File: config.mk
export PLATFORM = sky130hd
export DESIGN_NAME = pid_feedforward_velocity_loop_flat
export DESIGN_NICKNAME = d
export VERILOG_FILES = /design/src/rtl/core/pidff_pkg.sv /design/src/rtl/core/pidff_sample_if.sv /design/src/rtl/core/pidff_result_if.sv /design/src/rtl/core/pidff_cfg_if.sv /design/src/rtl/core/pidff_integ.sv /design/src/rtl/core/pid_feedforward_velocity_loop.sv /design/src/flat_wrapper.sv
export SDC_FILE = /design/constraint.sdc
export NUM_CORES = 2
export LEC_CHECK = 0
export BUFFER_PORTS_ARGS = -buffer_cell sky130_fd_sc_hd__buf_4
export CAP_MARGIN = 25
export CORE_MARGIN = 10
export CORE_UTILIZATION = 25
export DETAILED_ROUTE_END_ITERATION = 8
export GPL_TIMING_DRIVEN = 1
export SLEW_MARGIN = 20
export SYNTH_ARGS = -nofsm -noshare
export SYNTH_HDL_FRONTEND = slang
export SYNTH_HIERARCHICAL = 1
export SYNTH_SLANG_ARGS = --single-unit
File: constraint.sdc
create_clock -name clk -period 8 [get_ports clk]
set_clock_uncertainty 0.1 [all_clocks]
set_input_delay 1.6 -clock clk [delete_from_list [all_inputs] [get_ports clk]]
set_output_delay 1.6 -clock clk [all_outputs]
set_load 0.01 [all_outputs]
File: src/rtl/core/pidff_pkg.sv
// ----------------------------------------------------------------------------
// pidff_pkg: shared types and helpers for the feedforward velocity loop
// Widths of the datapath, the register map and the saturation and Q8.8
// truncation helpers used by more than one file.
// ----------------------------------------------------------------------------
package pidff_pkg;

	localparam int GainW    = 16;
	localparam int SpeedW   = 16;
	localparam int WindowW  = 16;
	localparam int ErrW     = SpeedW + 1;
	localparam int DerivW   = ErrW + 1;
	localparam int SumW     = 32;
	localparam int DriveW   = 32;
	localparam int ProdW    = 48;
	localparam int QFrac    = 8;
	localparam int TermW    = ProdW - QFrac;
	localparam int PsumW    = TermW + 1;
	localparam int OffW     = GainW + 2;
	localparam int TotalW   = PsumW + 3;
	localparam int CfgIdxW  = 3;
	localparam int CfgDataW = 16;

	typedef logic signed [GainW-1:0]   gain_t;
	typedef logic signed [SpeedW-1:0]  speed_t;
	typedef logic        [WindowW-1:0] window_t;
	typedef logic signed [ErrW-1:0]    error_t;
	typedef logic        [ErrW-1:0]    mag_t;
	typedef logic signed [DerivW-1:0]  deriv_t;
	typedef logic signed [SumW-1:0]    sum_t;
	typedef logic signed [DriveW-1:0]  drive_t;
	typedef logic signed [ProdW-1:0]   prod_t;
	typedef logic signed [TermW-1:0]   term_t;
	typedef logic signed [PsumW-1:0]   psum_t;
	typedef logic signed [OffW-1:0]    off_t;
	typedef logic signed [TotalW-1:0]  total_t;

	typedef enum logic [CfgIdxW-1:0] {
		REG_GAIN_P          = 3'd0,
		REG_GAIN_I          = 3'd1,
		REG_GAIN_D          = 3'd2,
		REG_GAIN_V          = 3'd3,
		REG_OFFSET_GRAVITY  = 3'd4,
		REG_OFFSET_STATIC   = 3'd5,
		REG_INTEGRAL_WINDOW = 3'd6
	} cfg_reg_t;

	// Error terms handed from the integrator to the gain stage.
	typedef struct packed {
		error_t error;
		deriv_t deriv;
		sum_t   sum;
	} err_terms_t;

	localparam total_t SatMax = {{(TotalW-DriveW+1){1'b0}}, {(DriveW-1){1'b1}}};
	localparam total_t SatMin = {{(TotalW-DriveW+1){1'b1}}, {(DriveW-1){1'b0}}};
	localparam prod_t  QRound = prod_t'((1 << QFrac) - 1);

	// Clamp a wide signed value into the signed 32-bit range.
	function automatic drive_t sat32(input total_t v);
		drive_t r;
		if (v > SatMax) begin
			r = SatMax[DriveW-1:0];
		end else if (v < SatMin) begin
			r = SatMin[DriveW-1:0];
		end else begin
			r = v[DriveW-1:0];
		end
		return r;
	endfunction

	// Divide a Q8.8 product by 256, rounding toward zero.
	function automatic term_t trunc_q8(input prod_t p);
		prod_t adj;
		adj = p + (p[ProdW-1] ? QRound : prod_t'(0));
		return adj[ProdW-1:QFrac];
	endfunction

endpackage

File: src/rtl/core/pidff_sample_if.sv
// ----------------------------------------------------------------------------
// pidff_sample_if: input sample channel
// Carries one measured and one target speed per beat.
// ----------------------------------------------------------------------------
interface pidff_sample_if;
	logic               valid;
	logic               ready;
	pidff_pkg::speed_t  measured_speed;
	pidff_pkg::speed_t  target_speed;

	modport source (output valid, output measured_speed, output target_speed, input ready);
	modport sink (input valid, input measured_speed, input target_speed, output ready);
endinterface

File: src/rtl/core/pidff_result_if.sv
// ----------------------------------------------------------------------------
// pidff_result_if: controller output channel
// Carries one saturated drive value per beat.
// ----------------------------------------------------------------------------
interface pidff_result_if;
	logic               valid;
	logic               ready;
	pidff_pkg::drive_t  drive;

	modport source (output valid, output drive, input ready);
	modport sink (input valid, input drive, output ready);
endinterface

File: src/rtl/core/pidff_cfg_if.sv
// ----------------------------------------------------------------------------
// pidff_cfg_if: register write channel
// One register index and its write data per beat.
// ----------------------------------------------------------------------------
interface pidff_cfg_if;
	logic                                valid;
	logic                                ready;
	logic [pidff_pkg::CfgIdxW-1:0]       index;
	logic [pidff_pkg::CfgDataW-1:0]      data;

	modport source (output valid, output index, output data, input ready);
	modport sink (input valid, input index, input data, output ready);
endinterface

File: src/rtl/core/pidff_integ.sv
// ----------------------------------------------------------------------------
// pidff_integ: error, windowed integral and derivative
// Holds the previous error and the integral accumulator; both update once
// per beat that moves from the input stage into the gain stage.
// ----------------------------------------------------------------------------
module pidff_integ (
	input  logic                   clk,
	input  logic                   arst_n,
	input  logic                   advance,
	input  pidff_pkg::speed_t      measured,
	input  pidff_pkg::speed_t      target,
	input  pidff_pkg::window_t     window,
	output pidff_pkg::err_terms_t  terms
);

	pidff_pkg::error_t  last_error_q;
	pidff_pkg::sum_t    error_sum_q;
	pidff_pkg::error_t  error;
	pidff_pkg::mag_t    mag;
	pidff_pkg::total_t  sum_ext;
	pidff_pkg::sum_t    sum_next;
	logic               in_window;

	always_comb begin
		error     = pidff_pkg::error_t'(target) - pidff_pkg::error_t'(measured);
		mag       = error[pidff_pkg::ErrW-1] ? pidff_pkg::mag_t'(-error) : pidff_pkg::mag_t'(error);
		in_window = mag < {1'b0, window};
		sum_ext   = pidff_pkg::total_t'(error_sum_q) + pidff_pkg::total_t'(error);
		sum_next  = in_window ? pidff_pkg::sat32(sum_ext) : '0;
		terms.error = error;
		terms.deriv = pidff_pkg::deriv_t'(error) - pidff_pkg::deriv_t'(last_error_q);
		terms.sum   = sum_next;
	end

	always_ff @(posedge clk or negedge arst_n) begin
		if (!arst_n) begin
			last_error_q <= '0;
			error_sum_q  <= '0;
		end else if (advance) begin
			last_error_q <= error;
			error_sum_q  <= sum_next;
		end
	end

	// An error outside the window must leave the accumulator cleared.
	assert property (@(posedge clk) disable iff (!arst_n)
		advance && !in_window |=> error_sum_q == '0)
		else $error("integral not cleared outside the window");

	// Without a beat moving forward the loop state must not change.
	assert property (@(posedge clk) disable iff (!arst_n)
		!advance |=> $stable(error_sum_q) && $stable(last_error_q))
		else $error("integrator state changed without a beat");

	// Every beat that moves on leaves its error behind for the next derivative.
	assert property (@(posedge clk) disable iff (!arst_n)
		advance |=> last_error_q == $past(error))
		else $error("previous error not kept");

endmodule

File: src/rtl/core/pid_feedforward_velocity_loop.sv
// ----------------------------------------------------------------------------
// pid_feedforward_velocity_loop: PID velocity controller with feedforward
// Error, windowed integral and derivative, four Q8.8 gain products and a
// gravity, static-friction and velocity feedforward, saturated to 32 bits.
// ----------------------------------------------------------------------------
// The block takes one sample per clock cycle while its pipeline is not blocked
// and returns one drive value per sample, in order. A sample passes the input
// register, error and integrator update, gain multiplies, rounding and
// partial sums, then the final add and saturation in the output register,
// before it is presented on the result channel. The integrator and
// previous-error update is the only loop, which sets the rate at one sample
// per cycle. Each stage holds its beat while the next one is full, so a
// stalled result only blocks input once the pipeline has filled up. Register
// writes are taken on every cycle and should be made while the pipeline is
// empty.
module pid_feedforward_velocity_loop (
	input  logic    clk,
	input  logic    arst_n,
	pidff_sample_if.sink   sample,
	pidff_result_if.source result,
	pidff_cfg_if.sink      cfg
);

	// Configuration registers
	pidff_pkg::gain_t   gain_p_q, gain_i_q, gain_d_q, gain_v_q;
	pidff_pkg::gain_t   offset_gravity_q, offset_static_q;
	pidff_pkg::window_t integral_window_q;

	// Pipeline
	logic                  v_s1, v_s2, v_s3, v_s4, out_valid_q;
	logic                  rdy_s1, rdy_s2, rdy_s3, rdy_s4, rdy_out;
	pidff_pkg::speed_t     measured_s1, target_s1, target_s2, target_s3;
	pidff_pkg::err_terms_t terms;
	pidff_pkg::error_t     error_s2;
	pidff_pkg::deriv_t     deriv_s2;
	pidff_pkg::sum_t       sum_s2;
	pidff_pkg::prod_t      prod_p_s3, prod_i_s3, prod_d_s3, prod_v_s3;
	pidff_pkg::prod_t      prod_p, prod_i, prod_d, prod_v;
	pidff_pkg::psum_t      pd_s4, iv_s4;
	pidff_pkg::off_t       off_s4, static_term;
	pidff_pkg::total_t     total;
	pidff_pkg::drive_t     drive_q;

	assign cfg.ready = 1'b1;

	always_ff @(posedge clk or negedge arst_n) begin
		if (!arst_n) begin
			gain_p_q          <= '0;
			gain_i_q          <= '0;
			gain_d_q          <= '0;
			gain_v_q          <= '0;
			offset_gravity_q  <= '0;
			offset_static_q   <= '0;
			integral_window_q <= '0;
		end else if (cfg.valid) begin
			unique case (cfg.index)
				pidff_pkg::REG_GAIN_P:          gain_p_q          <= cfg.data;
				pidff_pkg::REG_GAIN_I:          gain_i_q          <= cfg.data;
				pidff_pkg::REG_GAIN_D:          gain_d_q          <= cfg.data;
				pidff_pkg::REG_GAIN_V:          gain_v_q          <= cfg.data;
				pidff_pkg::REG_OFFSET_GRAVITY:  offset_gravity_q  <= cfg.data;
				pidff_pkg::REG_OFFSET_STATIC:   offset_static_q   <= cfg.data;
				pidff_pkg::REG_INTEGRAL_WINDOW: integral_window_q <= cfg.data;
				default: begin
				end
			endcase
		end
	end

	// A stage can take a beat when it is empty or its beat moves on.
	assign rdy_out      = !out_valid_q || result.ready;
	assign rdy_s4       = !v_s4 || rdy_out;
	assign rdy_s3       = !v_s3 || rdy_s4;
	assign rdy_s2       = !v_s2 || rdy_s3;
	assign rdy_s1       = !v_s1 || rdy_s2;
	assign sample.ready = rdy_s1;

	always_ff @(posedge clk or negedge arst_n) begin
		if (!arst_n) begin
			v_s1        <= 1'b0;
			v_s2        <= 1'b0;
			v_s3        <= 1'b0;
			v_s4        <= 1'b0;
			out_valid_q <= 1'b0;
		end else begin
			if (rdy_s1) begin
				v_s1 <= sample.valid;
			end
			if (rdy_s2) begin
				v_s2 <= v_s1;
			end
			if (rdy_s3) begin
				v_s3 <= v_s2;
			end
			if (rdy_s4) begin
				v_s4 <= v_s3;
			end
			if (rdy_out) begin
				out_valid_q <= v_s4;
			end
		end
	end

	pidff_integ u_integ (
		.clk      (clk),
		.arst_n   (arst_n),
		.advance  (v_s1 && rdy_s2),
		.measured (measured_s1),
		.target   (target_s1),
		.window   (integral_window_q),
		.terms    (terms)
	);

	always_comb begin
		prod_p = pidff_pkg::prod_t'(gain_p_q) * pidff_pkg::prod_t'(error_s2);
		prod_i = pidff_pkg::prod_t'(gain_i_q) * pidff_pkg::prod_t'(sum_s2);
		prod_d = pidff_pkg::prod_t'(gain_d_q) * pidff_pkg::prod_t'(deriv_s2);
		prod_v = pidff_pkg::prod_t'(gain_v_q) * pidff_pkg::prod_t'(target_s2);
		if (target_s3 > 0) begin
			static_term = pidff_pkg::off_t'(offset_static_q);
		end else if (target_s3 < 0) begin
			static_term = -pidff_pkg::off_t'(offset_static_q);
		end else begin
			static_term = '0;
		end
		total = pidff_pkg::total_t'(pd_s4) + pidff_pkg::total_t'(iv_s4)
			+ pidff_pkg::total_t'(off_s4);
	end

	always_ff @(posedge clk) begin
		if (sample.valid && rdy_s1) begin
			measured_s1 <= sample.measured_speed;
			target_s1   <= sample.target_speed;
		end
		if (v_s1 && rdy_s2) begin
			error_s2  <= terms.error;
			deriv_s2  <= terms.deriv;
			sum_s2    <= terms.sum;
			target_s2 <= target_s1;
		end
		if (v_s2 && rdy_s3) begin
			prod_p_s3 <= prod_p;
			prod_i_s3 <= prod_i;
			prod_d_s3 <= prod_d;
			prod_v_s3 <= prod_v;
			target_s3 <= target_s2;
		end
		if (v_s3 && rdy_s4) begin
			pd_s4  <= pidff_pkg::psum_t'(pidff_pkg::trunc_q8(prod_p_s3))
				+ pidff_pkg::psum_t'(pidff_pkg::trunc_q8(prod_d_s3));
			iv_s4  <= pidff_pkg::psum_t'(pidff_pkg::trunc_q8(prod_i_s3))
				+ pidff_pkg::psum_t'(pidff_pkg::trunc_q8(prod_v_s3));
			off_s4 <= pidff_pkg::off_t'(offset_gravity_q) + static_term;
		end
		if (v_s4 && rdy_out) begin
			drive_q <= pidff_pkg::sat32(total);
		end
	end

	assign result.valid = out_valid_q;
	assign result.drive = drive_q;

	// With the output register empty every stage can move, so input is open.
	assert property (@(posedge clk) disable iff (!arst_n)
		!out_valid_q |-> sample.ready)
		else $error("input blocked with an empty output register");

	// A result only appears from a beat that sat in the last stage.
	assert property (@(posedge clk) disable iff (!arst_n)
		$rose(out_valid_q) |-> $past(v_s4))
		else $error("result raised without a beat in the last stage");

	// A blocked beat in the gain stage keeps its operands.
	assert property (@(posedge clk) disable iff (!arst_n)
		v_s2 && !rdy_s3 |=> v_s2 && $stable(error_s2) && $stable(sum_s2))
		else $error("stalled beat lost in the gain stage");

endmodule
File: src/flat_wrapper.sv
// flat-port wrapper written by rule: the top's interface ports become plain ports
module pid_feedforward_velocity_loop_flat 
  (clk, arst_n, sample_valid, sample_measured_speed, sample_target_speed, sample_ready, result_valid, result_drive, result_ready, cfg_valid, cfg_index, cfg_data, cfg_ready);
  pidff_sample_if sample_i ();
  pidff_result_if result_i ();
  pidff_cfg_if cfg_i ();
  input  logic clk;
  input  logic arst_n;
  input wire logic [$bits(sample_i.valid)-1:0] sample_valid;
  input wire logic [$bits(sample_i.measured_speed)-1:0] sample_measured_speed;
  input wire logic [$bits(sample_i.target_speed)-1:0] sample_target_speed;
  output wire logic [$bits(sample_i.ready)-1:0] sample_ready;
  output wire logic [$bits(result_i.valid)-1:0] result_valid;
  output wire logic [$bits(result_i.drive)-1:0] result_drive;
  input wire logic [$bits(result_i.ready)-1:0] result_ready;
  input wire logic [$bits(cfg_i.valid)-1:0] cfg_valid;
  input wire logic [$bits(cfg_i.index)-1:0] cfg_index;
  input wire logic [$bits(cfg_i.data)-1:0] cfg_data;
  output wire logic [$bits(cfg_i.ready)-1:0] cfg_ready;
  assign sample_i.valid = sample_valid;
  assign sample_i.measured_speed = sample_measured_speed;
  assign sample_i.target_speed = sample_target_speed;
  assign sample_ready = sample_i.ready;
  assign result_valid = result_i.valid;
  assign result_drive = result_i.drive;
  assign result_i.ready = result_ready;
  assign cfg_i.valid = cfg_valid;
  assign cfg_i.index = cfg_index;
  assign cfg_i.data = cfg_data;
  assign cfg_ready = cfg_i.ready;
  pid_feedforward_velocity_loop u_core (.clk(clk), .arst_n(arst_n), .sample(sample_i), .result(result_i), .cfg(cfg_i));
endmodule
==> flow_summary.toml <==
[yosys]
synth_top_area_share_pct = 33.1
ys.warnings.count = 6
syn_nets = 10400
synth.avg_cell_area_um2 = 9.85
synth_edf_count = 410
ys_ff_latch = 576
synth_ff_type = "edfxtp_1"
ys_seq_area_share_pct = 20.0
syn-cell-area_um2 = 82500
ys_top_cells_by_area = "fa_1 33%, edfxtp_1 15%, ha_1 9.3%"
yosysTopAreaCell = "fa_1"
yosys.cell_types.count = 109
async_flop_share_pct = 28.8
netlist_instances = 8370

[cts]
htreeDepth = 3
cts_tree = "yes"
worstSkewPairLatency_ps = 710
root_buffer = "clkbuf_16"
clock-sinks = 576
cts_resized = 0
cts_hold_buffers = 0
clk_path_buf_depth = 3
clk_pin_slew_ps = 60
cts_setup_buffers = 0
cts_inserted_buffers = 73

[worst_setup_path]
path_class = "reg -> reg"
crit_path_start_kind = "register"
required_ps = 8330
rr_worst_depth = 23
worst_path_most_repeated_cell = "fa_1"
rrSetupSlack_ps = 420
worst_path_largest_cell_delay_ps = 860
reg2reg_from = "u_core/error_s2[9]"
crit_path_end_kind = "register"
reg2reg_to = "u_core/prod_p_s3[30]"
crit_chain = "nand2_1 -> fa_1 -> inv_1 -> fa_1 -> fa_1 -> inv_1 -> fa_1 -> inv_1 -> fa_1 -> fa_1 -> ha_1 -> a21o_1 -> a21oi_1 -> nor2_1 -> a21oi_1 -> a311oi_1 -> buf_4 -> o21ai_0 -> a21boi_0 -> o41a_1 -> a211oi_1 -> xnor2_1 -> buf_4"
crit_fanout = 16
cp.arrival_ps = 7910
critical-path-slowest-cell = "edfxtp_1"

[run_status]
status = "complete, no violations"

[placement]
dpl.cell_count = 12700
gp_congestion = 0.883
place_area_um2 = 88500
post-dp-hpwl_mm = 181
portBuffers = 89

[timing]
worst_hold_slack_ps = 357
drv_slew = 0
hold_viol_final = 0
post-route-period-util_pct = 94.8
tightestPinTransition_ps = 1120
slew_headroom_pct = 24.9
setup_violations = 0
fmax_mhz = 132
tns_ps = 0
period_minus_slack_ps = 7580
rsz0062_at_grt = "no"

[final_layout]
final_cell_area_um2 = 91000
mostFrequentLayoutCells = "1587 x inv_1, 1362 x fa_1, 973 x nand2_1"
syn2layout_area_growth_pct = 10.3
final_cells = 12800
num-nets-final = 10400
layout_commonest_cell = "inv_1"
drive_above_1_share_pct = 6.66

[grt]
use_met3_pct = 2.27
top_usage_layer = "met2"
grtUsageTotal_pct = 12.4
grtUsageMet1_pct = 17.4
antenna_found_initial = 16
overflow = 0
grt_pass1_wl_mm = 350
use_met2_pct = 19.5
grt_max_degree = 137
grt_pass1_vias = 60000

[routing]
drc = 0
drtAntennaViolNets = 0
dr.first_iter.drc_count = 3989
viasPerCell = 4.48
wl_per_cell_um = 17.2
vias = 57300
drt-total-wl_mm = 221
drt_pass1_iterations = 6

[die]
fp-row-count = 210
ios = 91
core_area_um2 = 328000
die_area_um2 = 353000
die_y_um = 594
die_w_um = 594
initial_core_util_pct = 25.1

[hold_path]
hp-class = "reg -> reg"
holdPathStages = 0
hold_end = "u_core/target_s2[0]"
hp-start = "u_core/target_s1[0]"

[job]
drv_cap = 0
## sequential cells by signal (all words and copies together), names as in the netlist, 18 cells and up
| register | cells |
|---|---|
| u_core/u_integ/error_sum_q | 32 |
| u_core/pd_s4 | 41 |
| u_core/off_s4 | 18 |
| u_core/result.drive | 32 |
| u_core/sum_s2 | 32 |
| u_core/prod_d_s3 | 34 |
| u_core/deriv_s2 | 18 |
| u_core/prod_p_s3 | 33 |
| u_core/iv_s4 | 41 |
| u_core/prod_v_s3 | 32 |
| u_core/prod_i_s3 | 48 |
## metal layers
metal | routed length, µm | share of wire, % | vias up
li1 | - | - | 26500
met1 | 102000 | 46 | 28900
met4 | 6320 | 2.9 | 4
met2 | 97600 | 44 | 1636
met3 | 15000 | 6.8 | 311
met5 | 26 | 0.012 | -
## synthesized netlist by cell type, types with 20 or more instances
cell type  instances
nand2b_1          75
xor2_1           133
o31ai_1           20
nor3_1            64
and2_1           576
a211oi_1          35
a21o_1           165
nand4_1           43
o21a_1            75
xnor2_1          316
nand2_1          973
o21bai_1          35
ha_1             615
o21ai_0          186
nor2_1           297
dfrtp_1          166
nor2b_1           55
inv_1           1587
a21oi_1          264
edfxtp_1         410
fa_1            1362
mux2_2           116
clkbuf_1         240
nand3_1           98
a31oi_1           30
and3_1            58
## cell families after synthesis
| logic type | after synthesis | synth area share, % |
|---|---|---|
| DFF | 576 | 20.0 |
| and+or+nand+nor | 2347 | 13.9 |
| xor gates and xnor gates | 450 | 4.79 |
| buffers and inverters | 1864 | 8.63 |
| adders and majority gates | 1977 | 42.4 |
| muxes | 140 | 1.99 |
| AOI/OAI and AO/OA | 1015 | 8.34 |
| other | 1 | 0.00455 |
## layout make-up
type                       instances  area (µm²)
antenna                            8        20.0
clock buffer                      95        1970
clock inverter                    41         467
fill                           34600      237000
inverter                        1588        5960
multi-input combinational       5930       59000
sequential                       576       16500
tap                             4346        5440
timing repair buffer             219        1690
## how the worst max path moves through the flow
stage	start	endpoint	slack, ps	depth (start not counted)
2_1_floorplan	u_core/gain_d_q[6]	u_core/prod_d_s3[33]	1140	23
5_1_grt	u_core/gain_p_q[1]	u_core/prod_p_s3[30]	90	23
4_1_cts	u_core/gain_p_q[1]	u_core/prod_p_s3[30]	490	23
3_3_place_gp	u_core/error_s2[7]	u_core/prod_p_s3[30]	520	24
3_5_place_dp	u_core/gain_p_q[1]	u_core/prod_p_s3[30]	520	23
6_report	u_core/error_s2[9]	u_core/prod_p_s3[30]	420	23
## stage by stage
stage	setup slack [ps]	util, %
6_report	419	27.7
5_1_grt	87.0	27.7
4_1_cts	495	27.7
3_5_place_dp	518	27.0
3_3_place_gp	518	27.0
2_1_floorplan	1140	-
## critical path, delay by kind of cell (launching register included)
family                     cells  cell delay [ps]
buffers and inverters          5              530
adders and majority gates      7             3360
AOI/OAI and AO/OA              8             2000
xor gates and xnor gates       1              210
and+or+nand+nor                2              250
DFF                            1              860
Power is left out: the tool's default activity adds up to more than one toggle a clock period on the data nets, which glitch-free logic cannot reach.
